## config.mk

```make
export PLATFORM = sky130hd
export DESIGN_NAME = key_value_bucket_table_core_flat
export DESIGN_NICKNAME = d
export VERILOG_FILES = /design/src/rtl/core/kvbt_pkg.sv /design/src/rtl/core/kvbt_req_if.sv /design/src/rtl/core/kvbt_rsp_if.sv /design/src/rtl/core/kvbt_front.sv /design/src/rtl/core/kvbt_back.sv /design/src/rtl/core/key_value_bucket_table_core.sv /design/src/flat_wrapper.sv
export VERILOG_INCLUDE_DIRS = /design/src /design/src/rtl/core
export SDC_FILE = /design/constraint.sdc
export NUM_CORES = 2
export LEC_CHECK = 0
export BUFFER_PORTS_ARGS = -buffer_cell sky130_fd_sc_hd__buf_2
export CELL_PAD_IN_SITES_DETAIL_PLACEMENT = 0
export CELL_PAD_IN_SITES_GLOBAL_PLACEMENT = 2
export CORE_MARGIN = 4
export CORE_UTILIZATION = 40
export CTS_CLUSTER_DIAMETER = 200
export DETAILED_ROUTE_END_ITERATION = 10
export GPL_ROUTABILITY_DRIVEN = 0
export PLACE_DENSITY = 0.69
export SETUP_SLACK_MARGIN = 0.1
export SLEW_MARGIN = 20
export SYNTH_ARGS = -nofsm -noshare
export SYNTH_HDL_FRONTEND = slang
export SYNTH_HIERARCHICAL = 1
export SYNTH_SLANG_ARGS = --single-unit
```

## constraint.sdc

```tcl
create_clock -name clk -period 6.4 [get_ports clk]
set_input_delay 1.92 -clock clk [delete_from_list [all_inputs] [get_ports clk]]
set_output_delay 1.92 -clock clk [all_outputs]
set_load 0.05 [all_outputs]
```

## src/rtl/core/assert_macros.svh

```systemverilog
// Assertion macros shared by the bucket table RTL.
// Included by every file that carries concurrent checks; no other dependency.
`ifndef ASSERT_MACROS_SVH
`define ASSERT_MACROS_SVH
`ifndef SYNTHESIS
`define KV_ASSERT(lbl, clk, rst_n, expr) \
	lbl: assert property (@(posedge clk) disable iff (!rst_n) (expr)) \
	else $error("kvbt assertion failed");
`define KV_ASSERT_IMPL(lbl, clk, rst_n, pre, post) \
	lbl: assert property (@(posedge clk) disable iff (!rst_n) (pre) |-> (post)) \
	else $error("kvbt implication failed");
`define KV_ASSERT_NEXT(lbl, clk, rst_n, pre, post) \
	lbl: assert property (@(posedge clk) disable iff (!rst_n) (pre) |=> (post)) \
	else $error("kvbt next-cycle check failed");
`else
`define KV_ASSERT(lbl, clk, rst_n, expr)
`define KV_ASSERT_IMPL(lbl, clk, rst_n, pre, post)
`define KV_ASSERT_NEXT(lbl, clk, rst_n, pre, post)
`endif
`endif

```

## src/rtl/core/kvbt_pkg.sv

```systemverilog
// Package for the key/value bucket table: widths, request and status codes,
// and the command word passed from the front queue to the back end. No dependencies.
package kvbt_pkg;

	localparam int unsigned DEPTH_DEFAULT = 16;
	localparam int unsigned KEY_W         = 32;
	localparam int unsigned VAL_W         = 32;
	localparam int unsigned REQ_W         = 2;
	localparam int unsigned STATUS_W      = 2;
	localparam int unsigned QUEUE_DEPTH   = 2;
	localparam int unsigned QPTR_W        = $clog2(QUEUE_DEPTH);
	localparam int unsigned QCNT_W        = $clog2(QUEUE_DEPTH + 1);

	typedef enum logic [REQ_W-1:0] {
		REQ_INSERT     = 2'd0,
		REQ_LOOKUP     = 2'd1,
		REQ_LOOKUP_ALL = 2'd2,
		REQ_REMOVE     = 2'd3
	} req_t;

	typedef enum logic [STATUS_W-1:0] {
		ST_OK   = 2'd0,
		ST_MISS = 2'd1,
		ST_FULL = 2'd2
	} status_t;

	typedef struct packed {
		req_t             op;
		logic [KEY_W-1:0] key;
		logic [VAL_W-1:0] value;
	} cmd_t;

endpackage

```

## src/rtl/core/kvbt_req_if.sv

```systemverilog
// Request channel: valid/ready handshake carrying one request transaction.
// Depends on kvbt_pkg for field widths.
interface kvbt_req_if import kvbt_pkg::*; ();
	logic             valid;
	logic             ready;
	logic [REQ_W-1:0] req_type;
	logic [KEY_W-1:0] key;
	logic [VAL_W-1:0] value;

	modport source (output valid, output req_type, output key, output value, input ready);
	modport sink   (input valid, input req_type, input key, input value, output ready);
endinterface

```

## src/rtl/core/kvbt_rsp_if.sv

```systemverilog
// Response channel: valid/ready handshake carrying one result transaction.
// Depends on kvbt_pkg for field widths.
interface kvbt_rsp_if import kvbt_pkg::*; ();
	logic                valid;
	logic                ready;
	logic [STATUS_W-1:0] status;
	logic [VAL_W-1:0]    value_out;
	logic                last;

	modport source (output valid, output status, output value_out, output last, input ready);
	modport sink   (input valid, input status, input value_out, input last, output ready);
endinterface

```

## src/rtl/core/kvbt_front.sv

```systemverilog
// Front end: accepts request transactions, decodes the request code and
// buffers commands in a short queue for the back end. Depends on kvbt_pkg, kvbt_req_if.
module kvbt_front import kvbt_pkg::*; (
	input  logic       clk,
	input  logic       arst_n,
	kvbt_req_if.sink   req,
	output logic       head_valid,
	output cmd_t       head_cmd,
	input  logic       head_pop
);

	cmd_t              queue_q [QUEUE_DEPTH];
	logic [QPTR_W-1:0] wr_ptr_q;
	logic [QPTR_W-1:0] rd_ptr_q;
	logic [QCNT_W-1:0] fill_q;
	logic              push;
	logic              pop;
	cmd_t              in_cmd;

	always_comb begin
		in_cmd.op    = req_t'(req.req_type);
		in_cmd.key   = req.key;
		in_cmd.value = req.value;
	end

	assign req.ready  = (fill_q != QCNT_W'(QUEUE_DEPTH));
	assign push       = req.valid && req.ready;
	assign head_valid = (fill_q != '0);
	assign pop        = head_pop && head_valid;
	assign head_cmd   = queue_q[rd_ptr_q];

	always_ff @(posedge clk) begin
		if (push) begin
			queue_q[wr_ptr_q] <= in_cmd;
		end
	end

	always_ff @(posedge clk or negedge arst_n) begin
		if (!arst_n) begin
			wr_ptr_q <= '0;
			rd_ptr_q <= '0;
			fill_q   <= '0;
		end else begin
			if (push) begin
				wr_ptr_q <= (wr_ptr_q == QPTR_W'(QUEUE_DEPTH - 1)) ? '0 : wr_ptr_q + QPTR_W'(1);
			end
			if (pop) begin
				rd_ptr_q <= (rd_ptr_q == QPTR_W'(QUEUE_DEPTH - 1)) ? '0 : rd_ptr_q + QPTR_W'(1);
			end
			if (push && !pop) begin
				fill_q <= fill_q + QCNT_W'(1);
			end else if (pop && !push) begin
				fill_q <= fill_q - QCNT_W'(1);
			end
		end
	end

endmodule

```

## src/rtl/core/kvbt_back.sv

```systemverilog
// Back end: ordered key/value store with parallel key match, a two-state
// sequencer and the registered result stage. Depends on kvbt_pkg, kvbt_rsp_if, assert_macros.svh.
`include "assert_macros.svh"
module kvbt_back import kvbt_pkg::*; #(
	parameter int unsigned DEPTH = DEPTH_DEFAULT
) (
	input  logic       clk,
	input  logic       arst_n,
	input  logic       head_valid,
	input  cmd_t       head_cmd,
	output logic       head_pop,
	kvbt_rsp_if.source rsp
);

	localparam int unsigned CNT_W = $clog2(DEPTH + 1);
	localparam int unsigned IDX_W = $clog2(DEPTH);

	typedef enum logic {
		S_IDLE,
		S_EXEC
	} state_t;

	state_t            state_q;
	logic [KEY_W-1:0]  key_q   [DEPTH];
	logic [VAL_W-1:0]  value_q [DEPTH];
	logic [CNT_W-1:0]  count_q;
	cmd_t              cmd_q;
	logic [DEPTH-1:0]  hits_q;
	logic              rsp_valid_q;
	status_t           status_q;
	logic [VAL_W-1:0]  value_out_q;
	logic              last_q;

	logic [DEPTH-1:0]  hit_now;
	logic [DEPTH-1:0]  low;
	logic [DEPTH-1:0]  below;
	logic [DEPTH-1:0]  rest;
	logic [VAL_W-1:0]  sel_value;
	logic              any_hit;
	logic              full;
	logic              out_free;
	logic              emit;
	logic              do_insert;
	logic              do_remove;
	status_t           res_status;
	logic [VAL_W-1:0]  res_value;
	logic              res_last;

	always_comb begin
		for (int i = 0; i < DEPTH; i++) begin
			hit_now[i] = (CNT_W'(i) < count_q) && (key_q[i] == head_cmd.key);
		end
	end

	assign low     = hits_q & (~hits_q + DEPTH'(1));
	assign below   = low - DEPTH'(1);
	assign rest    = hits_q & ~low;
	assign any_hit = |hits_q;
	assign full    = (count_q == CNT_W'(DEPTH));

	always_comb begin
		sel_value = '0;
		for (int i = 0; i < DEPTH; i++) begin
			sel_value = sel_value | ({VAL_W{low[i]}} & value_q[i]);
		end
	end

	always_comb begin
		res_status = ST_OK;
		res_value  = '0;
		res_last   = 1'b1;
		unique case (cmd_q.op) inside
			REQ_INSERT: begin
				res_status = full ? ST_FULL : ST_OK;
			end
			REQ_LOOKUP, REQ_REMOVE: begin
				res_status = any_hit ? ST_OK : ST_MISS;
				res_value  = any_hit ? sel_value : '0;
			end
			REQ_LOOKUP_ALL: begin
				res_status = any_hit ? ST_OK : ST_MISS;
				res_value  = any_hit ? sel_value : '0;
				res_last   = (rest == '0);
			end
			default: begin
				res_status = ST_MISS;
			end
		endcase
	end

	assign out_free  = !rsp_valid_q || rsp.ready;
	assign emit      = (state_q == S_EXEC) && out_free;
	assign do_insert = emit && (cmd_q.op == REQ_INSERT) && !full;
	assign do_remove = emit && (cmd_q.op == REQ_REMOVE) && any_hit;
	assign head_pop  = (state_q == S_IDLE) && head_valid;

	assign rsp.valid     = rsp_valid_q;
	assign rsp.status    = status_q;
	assign rsp.value_out = value_out_q;
	assign rsp.last      = last_q;

	always_ff @(posedge clk) begin
		if (do_insert) begin
			key_q[count_q[IDX_W-1:0]]   <= cmd_q.key;
			value_q[count_q[IDX_W-1:0]] <= cmd_q.value;
		end
		if (do_remove) begin
			for (int i = 0; i < DEPTH - 1; i++) begin
				if (!below[i]) begin
					key_q[i]   <= key_q[i + 1];
					value_q[i] <= value_q[i + 1];
				end
			end
		end
	end

	always_ff @(posedge clk or negedge arst_n) begin
		if (!arst_n) begin
			state_q     <= S_IDLE;
			count_q     <= '0;
			cmd_q       <= '0;
			hits_q      <= '0;
			rsp_valid_q <= 1'b0;
			status_q    <= ST_OK;
			value_out_q <= '0;
			last_q      <= 1'b0;
		end else begin
			if (rsp_valid_q && rsp.ready && !emit) begin
				rsp_valid_q <= 1'b0;
			end
			unique case (state_q)
				S_IDLE: begin
					if (head_valid) begin
						cmd_q   <= head_cmd;
						hits_q  <= hit_now;
						state_q <= S_EXEC;
					end
				end
				S_EXEC: begin
					if (out_free) begin
						rsp_valid_q <= 1'b1;
						status_q    <= res_status;
						value_out_q <= res_value;
						last_q      <= res_last;
						hits_q      <= rest;
						if (do_insert) begin
							count_q <= count_q + CNT_W'(1);
						end else if (do_remove) begin
							count_q <= count_q - CNT_W'(1);
						end
						if (res_last) begin
							state_q <= S_IDLE;
						end
					end
				end
				default: begin
					state_q <= S_IDLE;
				end
			endcase
		end
	end

	`KV_ASSERT(a_count_bound, clk, arst_n, count_q <= CNT_W'(DEPTH))
	`KV_ASSERT_NEXT(a_insert_grows, clk, arst_n, do_insert, count_q == $past(count_q) + CNT_W'(1))
	`KV_ASSERT_NEXT(a_remove_shrinks, clk, arst_n, do_remove, count_q == $past(count_q) - CNT_W'(1))
	`KV_ASSERT_IMPL(a_full_only_at_depth, clk, arst_n, emit && (res_status == ST_FULL), full && (cmd_q.op == REQ_INSERT))
	`KV_ASSERT_NEXT(a_all_drops_one, clk, arst_n, emit && (cmd_q.op == REQ_LOOKUP_ALL) && !res_last, $countones(hits_q) == $countones($past(hits_q)) - 1)

endmodule

```

## src/rtl/core/key_value_bucket_table_core.sv

```systemverilog
// Top level of the key/value bucket table: request queue front end and store back end.
// Depends on kvbt_pkg, kvbt_req_if, kvbt_rsp_if, kvbt_front, kvbt_back.
//
//   channel  dir  handshake     payload
//   req      in   valid/ready   req_type[1:0], key[31:0], value[31:0]
//   rsp      out  valid/ready   status[1:0], value_out[31:0], last
//
// In the back end, the idle state registers the key match against every held entry,
// then the execute state executes and loads the result register. Lookup-all returns
// one result per hit, or a single miss. A two-entry queue takes requests while the
// back end is busy. Reset empties the store and the queue at once; no clearing pass.
// A stalled rsp holds the back end; req stalls only when the queue is full.
module key_value_bucket_table_core import kvbt_pkg::*; #(
	parameter int unsigned DEPTH = DEPTH_DEFAULT
) (
	input  logic       clk,
	input  logic       arst_n,
	kvbt_req_if.sink   req,
	kvbt_rsp_if.source rsp
);

	logic head_valid;
	cmd_t head_cmd;
	logic head_pop;

	kvbt_front u_front (
		.clk        (clk),
		.arst_n     (arst_n),
		.req        (req),
		.head_valid (head_valid),
		.head_cmd   (head_cmd),
		.head_pop   (head_pop)
	);

	kvbt_back #(
		.DEPTH (DEPTH)
	) u_back (
		.clk        (clk),
		.arst_n     (arst_n),
		.head_valid (head_valid),
		.head_cmd   (head_cmd),
		.head_pop   (head_pop),
		.rsp        (rsp)
	);

endmodule
```

## src/flat_wrapper.sv

```systemverilog
// flat-port wrapper written by rule: the top's interface ports become plain ports
module key_value_bucket_table_core_flat import kvbt_pkg::*;
#(
	parameter int unsigned DEPTH = DEPTH_DEFAULT
)
  (clk, arst_n, req_valid, req_req_type, req_key, req_value, req_ready, rsp_valid, rsp_status, rsp_value_out, rsp_last, rsp_ready);
  kvbt_req_if req_i ();
  kvbt_rsp_if rsp_i ();
  input  logic clk;
  input  logic arst_n;
  input wire logic [$bits(req_i.valid)-1:0] req_valid;
  input wire logic [$bits(req_i.req_type)-1:0] req_req_type;
  input wire logic [$bits(req_i.key)-1:0] req_key;
  input wire logic [$bits(req_i.value)-1:0] req_value;
  output wire logic [$bits(req_i.ready)-1:0] req_ready;
  output wire logic [$bits(rsp_i.valid)-1:0] rsp_valid;
  output wire logic [$bits(rsp_i.status)-1:0] rsp_status;
  output wire logic [$bits(rsp_i.value_out)-1:0] rsp_value_out;
  output wire logic [$bits(rsp_i.last)-1:0] rsp_last;
  input wire logic [$bits(rsp_i.ready)-1:0] rsp_ready;
  assign req_i.valid = req_valid;
  assign req_i.req_type = req_req_type;
  assign req_i.key = req_key;
  assign req_i.value = req_value;
  assign req_ready = req_i.ready;
  assign rsp_valid = rsp_i.valid;
  assign rsp_status = rsp_i.status;
  assign rsp_value_out = rsp_i.value_out;
  assign rsp_last = rsp_i.last;
  assign rsp_i.ready = rsp_ready;
  key_value_bucket_table_core #(.DEPTH(DEPTH)) u_core (.clk(clk), .arst_n(arst_n), .req(req_i), .rsp(rsp_i));
endmodule
```

---- After elaboration in Yosys (flattened, before gate mapping) ----
Memories as Yosys holds them, arrays and structs flattened.
Cells that the tools add are included.
operators by class
  $add $sub $neg .......................... 8
  magnitude comparators ................... 16
  eq/ne operators ......................... 23
  mux-type cells .......................... 77
  bitwise operators ....................... 36
  reduce and logical (&&, ||, !) cells .... 47
operator list
  operator                                            number
  AND 32 bit                                          16
  == test 32 bit                                      16
  bitwise OR 32 bit                                   15
  two-way mux 32 bit                                  4
  OR reduction 32 bit                                 2
  two-way mux 1 bit                                   61
  < comparator 4 x 5 -> 1 bit, first input constant   8
  AND 16 bit                                          2
  two-way mux 16 bit                                  2
  NOT 16 bit                                          2
  case mux 16 bit (2 select lines)                    1
  logical AND 1 bit                                   28
  < comparator 3 x 5 -> 1 bit, first input constant   4
  adder 16 x 1 -> 16 bit, second input constant       1
  zero test 16 bit                                    1
  OR reduction 16 bit                                 1
  subtractor 15 x 1 -> 15 bit, second input constant  1
  < comparator 1 x 5 -> 1 bit, first input constant   2
  < comparator 2 x 5 -> 1 bit, first input constant   2
  two-way mux 5 bit                                   2
  two-way mux 4 bit                                   2
  two-way mux 2 bit                                   3
  AND reduction 2 bit                                 3
  nonzero test 2 bit                                  3
  other kinds (18)                                    25
word-level totals
  register bits ........................... 128
  memory bits (writable) .................. 1,156
  bits of input ports ..................... 70
  output and inout bits ................... 37
  logic and storage cells ................. 223
  memories ................................ 3
memories
  memory                  words  bits a word  read ports  clocked after memory_dff  wr ports  RTL line          RTL
  u_core.u_back.key_q     16     32           16          0                         15        kvbt_back.sv:24   logic [KEY_W-1:0] key_q [DEPTH];
  u_core.u_back.value_q   16     32           16          0                         15        kvbt_back.sv:25   logic [VAL_W-1:0] value_q [DEPTH];
  u_core.u_front.queue_q  2      66           1           0                         1         kvbt_front.sv:12  cmd_t queue_q [QUEUE_DEPTH];

---- Logic depth before layout (Yosys ltp) ----
  word-level depth ........................ 21
  depth in mapped cells ................... 10
  mapped depth without buffers ............ 8

---- Hierarchy ----
The synthesis kept the hierarchy.
modules (own cells, without submodules)
  module      instances  cells each  area an instance (µm²)  seq. area each (µm²)
  kvbt_back   1          3,984       56,857.0                33,852.5
  kvbt_front  1          223         5,069.9                 4,063.9

---- Worst setup path before layout ----
OpenSTA, ideal clock, no wires.
  path kind ............................... input to register
  from .................................... input rsp_ready
  to ...................................... memory u_core.u_back.key_q[4][0], enable pin
  library setup time ...................... 0.420 ns
  arrival ................................. 4.939 ns
  required time ........................... 5.980 ns
  setup slack ............................. 1.041 ns
  stages on the path ...................... 10
  path buffers ............................ 4
  cell sequence ........................... nand2b_1 and2_1 clkbuf_1 nand3_1 nand2b_1 buf_2 nor2_1 clkbuf_1 buf_2 a21o_1
RTL lines
  element      RTL line            RTL
  from (decl)  flat_wrapper.sv:20  input wire logic [$bits(rsp_i.ready)-1:0] rsp_ready;
  to (decl)    kvbt_back.sv:24

==> flow_summary.ini <==
[die]
dieWidth_um = 401.5
height_of_the_die_um = 401.5
fp.dieArea_um2 = 161200
core_area_um2 = 154000
io-pin-count = 107
placementRows = 144
start_util_pct = 40.20

[timing]
fin_worst_hold_slack_ns = 0.4849
period_share_pct = 67.83
final_worst_setup_slack_ns = 2.059
finalMaxSlewViolations = 0
fmax_ghz = 0.2303
timing.final.setup_violations = 0
grt_setup_unrepaired = false
setup_total_negative_slack_ns = 0
worst_slew_pin_slew_ns = 1.139
slew_headroom_pct = 22.11
layout_min_cycle_time_ns = 4.341
finalHoldViolations = 0
fin_skew_ns = 0.02464

[grt]
grt_antenna_before_repair = 4
grt_start_max_net_pins = 81
grt-ovfl-total = 0
track_usage_pct = 25.50
grt_pass1_vias = 38523
global_route_wire_length_before_repair_um = 297300

[worst_setup_path]
crit_arrival_ns = 4.79
worst_setup_path_start_kind = input port
cp-end-kind = flip-flop
timing.setup.critical_path_class = in -> reg
worst-r2r-cell-count = 8
critical_path_peak_fanout = 33
max_stage_delay_cell_worst_path = nor3b_1
crit_required_ns = 6.85
crit_chain = buf_2, nand2b_1, and2_1, nand3_1, nor3b_1, a21o_4, buf_12
critical_path.max_stage_delay_ns = 0.76

[run]
timing.max_cap.violations = 0

[clock_tree]
clock-sinks = 1284
cts-htree-levels = 4
ctsHoldBuffers = 0
cts_setup_buffers = 0
cts-resized-gates = 0
clock_path_buffers = 3
number_of_buffers_created_by_cts = 148
tritoncts = built
clock-root-buffer = clkbuf_16
path_clk_slew_ns = 0.05
clock_insertion_delay_worst_skew_ns = 0.78

[synth]
ys_ff_latch = 1284
syn-mean-instance-area_um2 = 14.72
synth_nets = 4283
ys_warn_count = 6
synth.distinct_cells = 67
post_synth_instance_area_um2 = 61930
synthFlopType = edfxtp_1
async_reset_ff_share_pct = 9.969
synth.yosys.seq_area_share_pct = 61.23
yosysTopAreaCell = edfxtp_1
post_synth_main_area_contributors = edfxtp_1, mux2_2, dfrtp_1
synth_edf_count = 1156
synth_top_area_share_pct = 56.06
synthesis.instances = 4207

[layout]
finish.cell_count_without_fillers = 6402
fillers = 13776
areaGrowthSynthToFinish_pct = 12.58
combined_area_of_the_multi_input_logic_cells_um2 = 22770
final_net_count = 4307
layout-drive-gt1-share_pct = 34.72
sequential_cell_area_um2 = 37930

[routing]
route.detailed.drc = 0
detailedRoute.firstIterationViolations = 3861
via_per_inst = 5.929
detail_route.wl_per_cell_um = 32.91
num_vias = 37959
antenna_violating_nets_post_route = 0
first_pass_detailed_route_iteration_total = 7
postRouteWirelength_um = 210700

[pwr]
switching_share_pct = 33.63
power.sequential.fraction_pct = 42.8
power.net_switching_mw = 9.924
power.clock.fraction_pct = 28.4
cellInternalPower_mw = 19.59
combinationalPowerShare_pct = 28.8
power.density_cell_area_nw_per_um2 = 423.3
power_leakage_nw = 23.64
ir_worst_vdd_mv = 0.2942

[place]
dp_cells = 6125
portBuffers = 106
post-place-ws_ns = 1.281
dp_hpwl_um = 130800

[worst_hold_path]
hold_class = reg -> reg
whs_path_depth = 2

[run_status]
outcome = finished, final reports clean
power groups by stage:
| stage | Clock (mW) | Combinational (mW) | Sequential, mW |
|---|---|---|---|
| after CTS | 8.54 | 8.51 | 12.7 |
| after detailed placement | 0 | 8.45 | 12.8 |
| after global placement | 0 | 8.34 | 12.8 |
| after floorplan | 0 | 6.19 | 11.6 |
| after global routing | 8.91 | 9.07 | 12.7 |
| final | 8.39 | 8.49 | 12.6 |
cells in the mapped netlist (6+ instances only):
| library cell | instances |
|---|---|
| edfxtp_1 | 1156 |
| mux2_2 | 947 |
| xor2_1 | 300 |
| nand2_1 | 252 |
| clkbuf_1 | 251 |
| xnor2_1 | 216 |
| dfrtp_1 | 128 |
| a21oi_1 | 86 |
| nor4_1 | 82 |
| mux2_4 | 79 |
| a22oi_1 | 70 |
| nand4_1 | 67 |
| a221oi_1 | 63 |
| nor2_1 | 61 |
| o21ai_0 | 60 |
| a222oi_1 | 59 |
| buf_2 | 47 |
| a31oi_1 | 25 |
| buf_1 | 24 |
| nand3_1 | 24 |
| nor3_1 | 22 |
| inv_1 | 21 |
| buf_6 | 15 |
| a21o_1 | 13 |
| a221o_1 | 12 |
| nand2b_1 | 9 |
| and2_1 | 8 |
| buf_4 | 8 |
| a211oi_1 | 7 |
| a22o_1 | 7 |
| a2111oi_0 | 6 |
| ha_1 | 6 |
| or4_1 | 6 |
worst max-delay path: cells and delay by family:
family	cells	cell delay (ns)
compound gates	1	0.73
simple gates	4	1.73
buf+inv	2	0.36
kinds of logic after synthesis:
logic type / share of synthesized area (%)
xor+xnor: 7.298
mux: 19.15
fa+ha+maj: 0.1374
flops: 61.23
compound gates: 5.330
simple gates: 4.312
buf+inv: 2.544
path summary, 6_finish.rpt:
path,startpoint,end,slack [ns]
worst max-delay path,rsp_ready,u_core/u_back/key_q[5][25]$_DFFE_PP_,2.06
worst min-delay path,u_core/u_back/rsp.last$_DFFE_PN0P_,u_core/u_back/rsp.last$_DFFE_PN0P_,0.48
worst max register to register,u_core/u_back/hits_q[6]$_DFFE_PN0P_,u_core/u_back/key_q[1][19]$_DFFE_PP_,2.11
worst min register to register,u_core/u_back/rsp.last$_DFFE_PN0P_,u_core/u_back/rsp.last$_DFFE_PN0P_,0.48
max in group asynchronous,arst_n,u_core/u_front/rd_ptr_q$_DFFE_PN0P_,4.10
min in group asynchronous,arst_n,u_core/u_back/cmd_q[14]$_DFFE_PN0P_,1.12
metrics by stage:
| stage | utilization, % | cell area [um2] | total power, mW |
|---|---|---|---|
| 4_1_cts | 45.25 | 69700 | 29.70 |
| 3_5_place_dp | 42.18 | 64970 | 21.27 |
| 6_report | 45.26 | 69720 | 29.51 |
| 5_1_grt | 45.25 | 69700 | 30.72 |
| 3_3_place_gp | 42.18 | 64970 | 21.16 |
| 2_1_floorplan | - | 61930 | 17.77 |
final cells by class:
| cell class | instances | share of cell area, % |
|---|---|---|
| diodes | 6 | 0.02154 |
| clock buffers | 212 | 6.010 |
| clock inverters | 59 | 0.7717 |
| inverters | 21 | 0.1167 |
| multi-input cells | 2557 | 32.66 |
| flip-flops and latches | 1284 | 54.40 |
| well taps | 2044 | 3.668 |
| repair buffers | 219 | 2.349 |
layout by cell type (no fill, tap or decap), drive strengths merged, types with 9 or more instances in the layout:
| master | netlist | layout |
|---|---|---|
| nor4 | 83 | 83 |
| nor2 | 61 | 61 |
| dfrtp | 128 | 128 |
| a22oi | 70 | 70 |
| clkbuf | 251 | 213 |
| a21oi | 86 | 86 |
| nand2b | 9 | 9 |
| a31oi | 25 | 25 |
| a222oi | 59 | 59 |
| and2 | 10 | 10 |
| xnor2 | 216 | 216 |
| edfxtp | 1156 | 1156 |
| nand2 | 252 | 252 |
| a21o | 13 | 13 |
| nand3 | 24 | 24 |
| buf | 94 | 218 |
| mux2 | 1026 | 1026 |
| a221o | 12 | 12 |
| clkinv | 0 | 44 |
| inv | 21 | 25 |
| xor2 | 300 | 300 |
| a221oi | 63 | 63 |
| nand4 | 67 | 67 |
| o21ai | 61 | 61 |
| nor3 | 23 | 23 |
sequential cells by signal, indices dropped and copies added, names as in the netlist:
signal and flops:
u_core/u_front/queue_q 132, u_core/u_front/rd_ptr_q 1, u_core/u_front/fill_q 2, u_core/u_back/value_q 512
u_core/u_back/rsp.valid 1, u_core/u_front/wr_ptr_q 1, u_core/u_back/cmd_q 66, u_core/u_back/hits_q 16
u_core/u_back/count_q 5, u_core/u_back/key_q 512, u_core/u_back/rsp.last 1, u_core/u_back/rsp.status 2
u_core/u_back/rsp.value_out 32, u_core/u_back/state_q 1
layer usage:
| metal | share of wire, % | wire, um | GRT usage [%] | up-vias |
|---|---|---|---|---|
| li1 | - | - | - | 16185 |
| met3 | 5.9 | 12410 | 3.603 | 303 |
| met4 | 2.7 | 5753 | 6.957 | 0 |
| met2 | 48 | 101600 | 42.39 | 1427 |
| met5 | 0 | 0 | 0 | - |
| met1 | 43 | 90990 | 35.04 | 20044 |
No activity file was read; power rests on OpenSTA's default activity.
